==> config.mk <==
export PLATFORM = sky130hd
export DESIGN_NAME = key_matrix_scanner_with_layers
export DESIGN_NICKNAME = d
export VERILOG_FILES = /design/src/design/kms_pkg.sv /design/src/design/kms_ram.sv /design/src/design/key_matrix_scanner_with_layers.sv
export SDC_FILE = /design/constraint.sdc
export NUM_CORES = 1
export LEC_CHECK = 0
export ABC_CLOCK_PERIOD_IN_PS = 7100
export BUFFER_PORTS_ARGS = -buffer_cell sky130_fd_sc_hd__buf_4
export CAP_MARGIN = 25
export CORE_UTILIZATION = 40
export DETAILED_ROUTE_END_ITERATION = 7
export MAX_ROUTING_LAYER = met4
export PLACE_DENSITY = 0.61
export SLEW_MARGIN = 20
export SYNTH_ARGS = -nofsm -noshare
export SYNTH_HDL_FRONTEND = slang
export SYNTH_SLANG_ARGS = --single-unit
export TNS_END_PERCENT = 50
==> constraint.sdc <==
create_clock -name clk -period 7.1 [get_ports clk]
set_clock_uncertainty 0.1 [all_clocks]
set_input_delay 0.71 -clock clk [delete_from_list [all_inputs] [get_ports clk]]
set_output_delay 0.71 -clock clk [all_outputs]
set_load 0.1 [all_outputs]
==> src/design/kms_pkg.sv <==
`timescale 1ns / 1ps
package kms_pkg;

	localparam int ROWS   = 5;
	localparam int COLS   = 6;
	localparam int LAYERS = 4;
	localparam int CELLS  = LAYERS * ROWS * COLS;
	localparam int CELL_W = $clog2(CELLS);

	localparam int LAYER_W = 2;
	localparam int ROW_W   = 3;
	localparam int COL_W   = 3;
	localparam int CODE_W  = 8;
	localparam int PIN_W   = 16;

	localparam int COL_BASE = 8;
	localparam logic [PIN_W-1:0]  FAIL_WORD   = 16'hFFFF;
	localparam logic [CODE_W-1:0] SPECIAL_MAX = 8'd5;

	localparam logic FUNC_SCAN = 1'b0;
	localparam logic FUNC_MAP  = 1'b1;

	localparam int PADDR_W = 4;
	localparam int PDATA_W = 32;
	localparam logic [1:0] REG_SCAN_EN   = 2'd0;
	localparam logic [1:0] REG_LAYER_KEY = 2'd1;
	localparam logic [1:0] REG_NULL_KEY  = 2'd2;

	localparam logic [CODE_W-1:0] LAYER_KEY_RST = 8'd200;
	localparam logic [CODE_W-1:0] NULL_KEY_RST  = 8'd0;

	function automatic logic [CELL_W-1:0] cell_of(
		input logic [LAYER_W-1:0] lay,
		input logic [ROW_W-1:0]   row,
		input logic [COL_W-1:0]   col
	);
		cell_of = CELL_W'((int'(lay) * ROWS + int'(row)) * COLS + int'(col));
	endfunction

endpackage

==> src/design/kms_ram.sv <==
`timescale 1ns / 1ps
module kms_ram #(
	parameter int WIDTH = 8,
	parameter int DEPTH = 120
) (
	input  logic                     clk,
	input  logic                     we,
	input  logic [$clog2(DEPTH)-1:0] waddr,
	input  logic [WIDTH-1:0]         wdata,
	input  logic [$clog2(DEPTH)-1:0] raddr,
	output logic [WIDTH-1:0]         rdata
);

	logic [WIDTH-1:0] mem_q [DEPTH];
	logic [WIDTH-1:0] rdata_q;

	always_ff @(posedge clk) begin
		if (we) begin
			mem_q[waddr] <= wdata;
		end
		rdata_q <= mem_q[raddr];
	end

	assign rdata = rdata_q;

endmodule

==> src/design/key_matrix_scanner_with_layers.sv <==
`timescale 1ns / 1ps
// Channel  Dir  Handshake            Payload
// in       in   in_valid / in_stall  func, pin_word, map_layer, map_row, map_col, map_code
// out      out  out_valid/ out_stall key_code, is_press, layer, last
// cfg      in   APB psel/penable     paddr, pwdata, pwrite -> prdata, pready
//
// A scan transaction shifts the columns out one per ST_RD/ST_EV state pair, a keymap
// RAM read then its evaluation, then ends in a closing ST_FLUSH state.
// Keymap writes, failed reads and transactions while scanning is off complete in ST_IDLE.
// A held output stall holds a column or the closing state while a pending event
// waits for the output register.
// Reset clears the counters, then a clearing pass over all CELLS (120) entries zeroes the
// keymap and the pressed map; input stalls until it ends.
module key_matrix_scanner_with_layers
	import kms_pkg::*;
(
	input  logic                 clk,
	input  logic                 arst_n,
	input  logic                 in_valid,
	output logic                 in_stall,
	input  logic                 func,
	input  logic [PIN_W-1:0]     pin_word,
	input  logic [LAYER_W-1:0]   map_layer,
	input  logic [ROW_W-1:0]     map_row,
	input  logic [COL_W-1:0]     map_col,
	input  logic [CODE_W-1:0]    map_code,
	output logic                 out_valid,
	input  logic                 out_stall,
	output logic [CODE_W-1:0]    key_code,
	output logic                 is_press,
	output logic [LAYER_W-1:0]   layer,
	output logic                 last,
	input  logic                 psel,
	input  logic                 penable,
	input  logic                 pwrite,
	input  logic [PADDR_W-1:0]   paddr,
	input  logic [PDATA_W-1:0]   pwdata,
	output logic [PDATA_W-1:0]   prdata,
	output logic                 pready
);

	typedef enum logic [2:0] {ST_IDLE, ST_RD, ST_EV, ST_FLUSH, ST_CLR} state_t;

	state_t              state_q;
	logic                scan_en_q;
	logic [CODE_W-1:0]   layer_key_q;
	logic [CODE_W-1:0]   null_key_q;
	logic [ROW_W-1:0]    row_q;
	logic [LAYER_W-1:0]  layer_q;
	logic [COL_W-1:0]    col_q;
	logic [COLS-1:0]     cols_q;
	logic [CELL_W-1:0]   clr_q;

	logic                pend_q;
	logic [CODE_W-1:0]   pcode_q;
	logic                ppress_q;
	logic [LAYER_W-1:0]  player_q;

	logic                out_valid_q;
	logic [CODE_W-1:0]   key_code_q;
	logic                is_press_q;
	logic [LAYER_W-1:0]  layer_out_q;
	logic                last_q;

	logic                in_fire;
	logic                out_fire;
	logic                out_busy;
	logic                clearing;
	logic                map_ok;
	logic [CELL_W-1:0]   waddr;
	logic                km_we;
	logic [CELL_W-1:0]   km_waddr;
	logic [CODE_W-1:0]   km_wdata;
	logic                pm_we;
	logic [CELL_W-1:0]   pm_waddr;
	logic                pm_wdata;
	logic                pm_rdata;
	logic [CELL_W-1:0]   cur_cell;
	logic [CELL_W-1:0]   upd_cell;
	logic [CODE_W-1:0]   rdata;
	logic [CODE_W-1:0]   code;
	logic                now_b;
	logic                change;
	logic                special;
	logic                is_layer;
	logic                is_null;
	logic                evt;
	logic                blocked;
	logic                out_load;
	logic                out_last;
	logic [LAYER_W-1:0]  new_lay;
	logic [ROW_W-1:0]    row_next;
	logic                col_last;

	assign in_stall = (state_q != ST_IDLE);
	assign in_fire  = in_valid && !in_stall;
	assign out_fire = out_valid_q && !out_stall;
	assign out_busy = out_valid_q && out_stall;
	assign clearing = (state_q == ST_CLR);

	assign map_ok = (int'(map_layer) < LAYERS) && (int'(map_row) < ROWS)
		&& (int'(map_col) < COLS);
	assign waddr  = cell_of(map_layer, map_row, map_col);

	assign km_we    = clearing || (in_fire && (func == FUNC_MAP) && map_ok);
	assign km_waddr = clearing ? clr_q : waddr;
	assign km_wdata = clearing ? '0 : map_code;

	assign pm_we    = clearing || ((state_q == ST_EV) && !blocked && change);
	assign pm_waddr = clearing ? clr_q : upd_cell;
	assign pm_wdata = clearing ? 1'b0 : now_b;

	assign cur_cell = cell_of(layer_q, row_q, col_q);

	kms_ram #(
		.WIDTH (CODE_W),
		.DEPTH (CELLS)
	) u_keymap (
		.clk   (clk),
		.we    (km_we),
		.waddr (km_waddr),
		.wdata (km_wdata),
		.raddr (cur_cell),
		.rdata (rdata)
	);

	kms_ram #(
		.WIDTH (1),
		.DEPTH (CELLS)
	) u_pressed (
		.clk   (clk),
		.we    (pm_we),
		.waddr (pm_waddr),
		.wdata (pm_wdata),
		.raddr (cur_cell),
		.rdata (pm_rdata)
	);

	always_comb begin
		code     = rdata;
		now_b    = ~cols_q[0];
		change   = now_b != pm_rdata;
		special  = (code <= SPECIAL_MAX) || (code >= layer_key_q);
		is_layer = special && (code == layer_key_q);
		is_null  = special && (code == null_key_q) && !is_layer;
		evt      = change && !is_layer && !is_null;
		blocked  = evt && pend_q && out_busy;
		out_load = ((state_q == ST_EV) && !blocked && evt && pend_q)
			|| ((state_q == ST_FLUSH) && pend_q && !out_busy);
		out_last = (state_q == ST_FLUSH);
		new_lay  = layer_q;
		if (change && is_layer) begin
			if (now_b) begin
				if (layer_q != LAYER_W'(LAYERS - 1)) begin
					new_lay = layer_q + 1'b1;
				end
			end else begin
				if (layer_q != '0) begin
					new_lay = layer_q - 1'b1;
				end
			end
		end
		upd_cell = cell_of(new_lay, row_q, col_q);
		row_next = (row_q == ROW_W'(ROWS - 1)) ? '0 : row_q + 1'b1;
		col_last = (col_q == COL_W'(COLS - 1));
	end

	always_ff @(posedge clk or negedge arst_n) begin
		if (!arst_n) begin
			state_q     <= ST_CLR;
			scan_en_q   <= 1'b0;
			layer_key_q <= LAYER_KEY_RST;
			null_key_q  <= NULL_KEY_RST;
			row_q       <= '0;
			layer_q     <= '0;
			col_q       <= '0;
			cols_q      <= '0;
			clr_q       <= '0;
			pend_q      <= 1'b0;
			out_valid_q <= 1'b0;
		end else begin
			if (psel && penable && pwrite) begin
				case (paddr[3:2])
					REG_SCAN_EN:   scan_en_q   <= pwdata[0];
					REG_LAYER_KEY: layer_key_q <= pwdata[CODE_W-1:0];
					REG_NULL_KEY:  null_key_q  <= pwdata[CODE_W-1:0];
					default: ;
				endcase
			end

			if (out_load) begin
				out_valid_q <= 1'b1;
				key_code_q  <= pcode_q;
				is_press_q  <= ppress_q;
				layer_out_q <= player_q;
				last_q      <= out_last;
			end else if (out_fire) begin
				out_valid_q <= 1'b0;
			end

			case (state_q)
				ST_CLR: begin
					clr_q <= clr_q + 1'b1;
					if (clr_q == CELL_W'(CELLS - 1)) begin
						state_q <= ST_IDLE;
					end
				end
				ST_IDLE: begin
					if (in_fire && (func == FUNC_SCAN) && scan_en_q) begin
						if (pin_word == FAIL_WORD) begin
							row_q <= row_next;
						end else begin
							cols_q  <= pin_word[COL_BASE +: COLS];
							col_q   <= '0;
							pend_q  <= 1'b0;
							state_q <= ST_RD;
						end
					end
				end
				ST_RD: begin
					state_q <= ST_EV;
				end
				ST_EV: begin
					if (!blocked) begin
						if (change) begin
							layer_q <= new_lay;
						end
						if (evt) begin
							pend_q   <= 1'b1;
							pcode_q  <= code;
							ppress_q <= now_b;
							player_q <= new_lay;
						end
						cols_q  <= cols_q >> 1;
						col_q   <= col_q + 1'b1;
						state_q <= col_last ? ST_FLUSH : ST_RD;
					end
				end
				ST_FLUSH: begin
					if (!(pend_q && out_busy)) begin
						pend_q  <= 1'b0;
						row_q   <= row_next;
						state_q <= ST_IDLE;
					end
				end
				default: begin
					state_q <= ST_IDLE;
				end
			endcase
		end
	end

	always_comb begin
		prdata = '0;
		case (paddr[3:2])
			REG_SCAN_EN:   prdata = PDATA_W'(scan_en_q);
			REG_LAYER_KEY: prdata = PDATA_W'(layer_key_q);
			REG_NULL_KEY:  prdata = PDATA_W'(null_key_q);
			default:       prdata = '0;
		endcase
	end

	assign pready    = 1'b1;
	assign out_valid = out_valid_q;
	assign key_code  = key_code_q;
	assign is_press  = is_press_q;
	assign layer     = layer_out_q;
	assign last      = last_q;

endmodule

==> results.ini <==
[floorplanning]
start_util=0.404
chipWidth_um=348
die_y_um=348
die_area_um2=121000
ioPinCount=123
fp-row-count=126
core_area_um2=118000

[worst_setup_path]
cp_max_fo=8
start_kind=register
cp.arrival_ps=6340
worstPathRequired_ps=7390
critPathCaptureType=register
path_class=reg -> reg

[power_and_ir_drop]
power_mw=18.8
internal_power_mw=13.2
clkPwrFrac=0.323
power_density_nw_per_um2=347
p_leak_nw=17.6
seqPwrFrac=0.416
ir_drop_mv=0.246
p_sw_mw=5.56
comb_power_share=0.261
switching_share=0.296

[clock_network]
cts_sinks=1155
htree_levels=3
post_cts_buffers=0
cts_tree=built
cts_root_buffer=clkbuf_16
post_cts_resized=0
cts_buffer_depth=3
clock_insertion_delay_worst_skew_ps=700
path_clk_slew_ps=60
cts_buffers=116

[timing]
fin_ws_ps=1050
grt_setup_unrepaired=no
period_needed_ps=6050
max_slew_margin=0.246
finalCritPeriodShare=0.852
max_freq_ghz=0.165
drv_slew=0
finalHoldViolCount=0
setup_viol=0
tightest_slew_ps=1130
fin_setup_tns_ps=0

[yosys]
synth_flop_cell=edfxtp_1
synthTopCellsByArea=edfxtp_1 69%, mux4_2 14%, dfrtp_1 2.0%
syn_inst=2490
netlist.area_leader.share=0.692
seq_area_frac_synth=0.719
ys_warn_count=0
synth_area_leader_cell=edfxtp_1
avgSynthCellArea_um2=19.2
async_reset_ff_frac=0.0372
synth.cell_area_um2=47800
synth.distinct_cells=62
synth-seq-cells=1155
synth_edf_count=1103

[outcome]
status=finished clean

[routing]
drc=0
viasPerCell=5.52
wl_per_cell_um=24.9
drt-initial-drc-count=2250
ant_nets=0
first_pass_iters=6
vias=23700
wl_um=107000

[placed_design]
io_buffers=71
place.gp.congestion=0.853
place_ws_ps=1040
place_hpwl_um=66600

[grt]
grt_max_degree=121
antenna_found_initial=2
grt_pass1_wl_um=159000
gr-total-overflow=0
grt_use_total=0.183
grt_pass1_vias=24100

[final_layout]
fillers=9872
fin_nets=2731
areaGrowthSynthToFinish_pct=13.1
drive_above_1_share=0.254
seq_area_um2=34400
diodes=0
multi_input_area_um2=12800

[flow_run]
max_cap_viol_count=0

[worst_hold_path]
hold_class=in -> reg

## cell type report
class                      count  share of cell area
clock inverter                64              0.0124
clock buffer                 147              0.0573
tap                         1600              0.0370
multi-input combinational   1165               0.236
timing repair buffer         126              0.0194
inverter                      33             0.00229
sequential                  1155               0.635
## cell usage in the layout, fill, tap and decap left out, drive strengths merged, types with 13 or more instances in the layout
master / count
o21ai: 17
edfxtp: 1103
a21oi: 32
or3: 13
a22o: 19
nor3: 127
clkbuf: 147
nand3: 14
nand2b: 14
xor2: 20
buf: 125
conb: 25
mux2: 48
inv: 40
nand2: 85
mux4: 306
or2: 13
xnor2: 16
ha: 49
mux2i: 68
nor2: 147
bufinv: 13
dfrtp: 39
clkinv: 41
## synthesized netlist by cell type (3+ instances only)
cell / number
a22o_1: 19
dfstp_2: 4
xnor2_1: 15
buf_2: 41
o31a_1: 3
nor3_1: 127
xor2_1: 19
mux2_2: 45
o21bai_1: 5
nor2b_1: 12
nand2_1: 85
a221o_1: 5
o21ai_0: 17
and2_1: 12
dfxtp_1: 9
nor3b_1: 6
nand3_1: 13
fa_1: 9
o31ai_1: 3
buf_1: 7
dfrtp_1: 39
or3_1: 13
mux2i_1: 68
edfxtp_1: 1103
a31oi_1: 8
inv_1: 33
o22ai_1: 10
or2_2: 13
a221oi_1: 9
nor2_1: 147
nand2b_1: 14
mux4_2: 306
ha_1: 49
and4_1: 3
a21oi_1: 32
nor4_1: 5
a21o_1: 11
clkbuf_1: 85
nand4_1: 12
o21a_1: 5
buf_4: 26
a211o_1: 12
and3_1: 7
## sequential cells by signal, indices dropped and copies added (netlist names), 2 cells and up
name and flops:
u_keymap.mem_q 960, u_pressed.mem_q 120, key_code 8, layer_key_q 8, null_key_q 8, pcode_q 8, u_keymap.rdata 8, clr_q 7
cols_q 6, col_q 3, row_q 3, state_q 3, layer 2, layer_q 2, player_q 2
## final timing paths
check	from	cells after the start	endpoint	slack, ps
worst max-delay path	layer_key_q[7]	16	u_pressed.mem_q[112]	1050
worst min register to register	pcode_q[6]	0	key_code[6]	320
worst max register to register	layer_key_q[7]	16	u_pressed.mem_q[112]	1050
min in group asynchronous	arst_n	2	state_q[1]	470
worst min-delay path	pwdata[1]	2	layer_key_q[1]	150
max in group asynchronous	arst_n	2	col_q[0]	5980
## worst max-delay path, cell delays in order, from the launching register on
cell	delay, ps
dfstp_2	550
inv_1	50
ha_1	300
nand4_1	130
or2_2	370
o41ai_1	710
ha_1	270
ha_1	170
inv_1	60
fa_1	530
inv_1	80
fa_1	440
xnor2_1	400
xnor2_1	160
o21ai_0	760
nand2_1	400
nor3_1	290
## power by group through the flow
stage               Clock, mW  Sequential [mW]  Combinational (mW)
floorplan                   0             7.88                3.39
global placement            0             7.96                4.84
detailed placement          0             7.96                4.89
CTS                      6.18             7.82                4.91
global route             6.43             7.83                5.21
finish                   6.07             7.81                4.89
## stage by stage
stage | hold slack, ps | util | area [um^2] | cells
2_1_floorplan | 300 | - | 47900 | 2513
3_3_place_gp | 310 | 0.425 | 50300 | 4075
3_5_place_dp | 305 | 0.425 | 50300 | 4075
4_1_cts | 110 | 0.457 | 54100 | 4287
5_1_grt | 135 | 0.457 | 54100 | 4290
6_report | 152 | 0.457 | 54100 | 4290
## layer usage
metal / part of all wire / track usage / up-vias
li1: - / - / 10300
met1: 0.42 / 0.240 / 12400
met2: 0.49 / 0.291 / 791
met3: 0.061 / 0.0299 / 189
met4: 0.031 / 0.0611 / 0
met5: 0 / - / -
## logic make-up (layout without fill, tap and decap cells)
kind of cell / after synthesis / in the layout / synth area share
flip-flops: 1155 / 1155 / 0.719
adder cells (fa/ha/maj): 58 / 58 / 0.0166
multiplexers: 422 / 422 / 0.170
AND/OR/NAND/NOR: 475 / 475 / 0.0469
buffers and inverters: 193 / 370 / 0.0184
AO/OA/AOI/OAI: 147 / 147 / 0.0219
XOR/XNOR: 38 / 38 / 0.00784
other: 2 / 25 / 0.000157
## what timing repair did
action                                 4_1_cts  5_1_grt
setup endpoints to repair                    0        0
hold buffers                                 1        0
endpoints found under the hold margin       39        0
(Power assumes the default switching activity.)
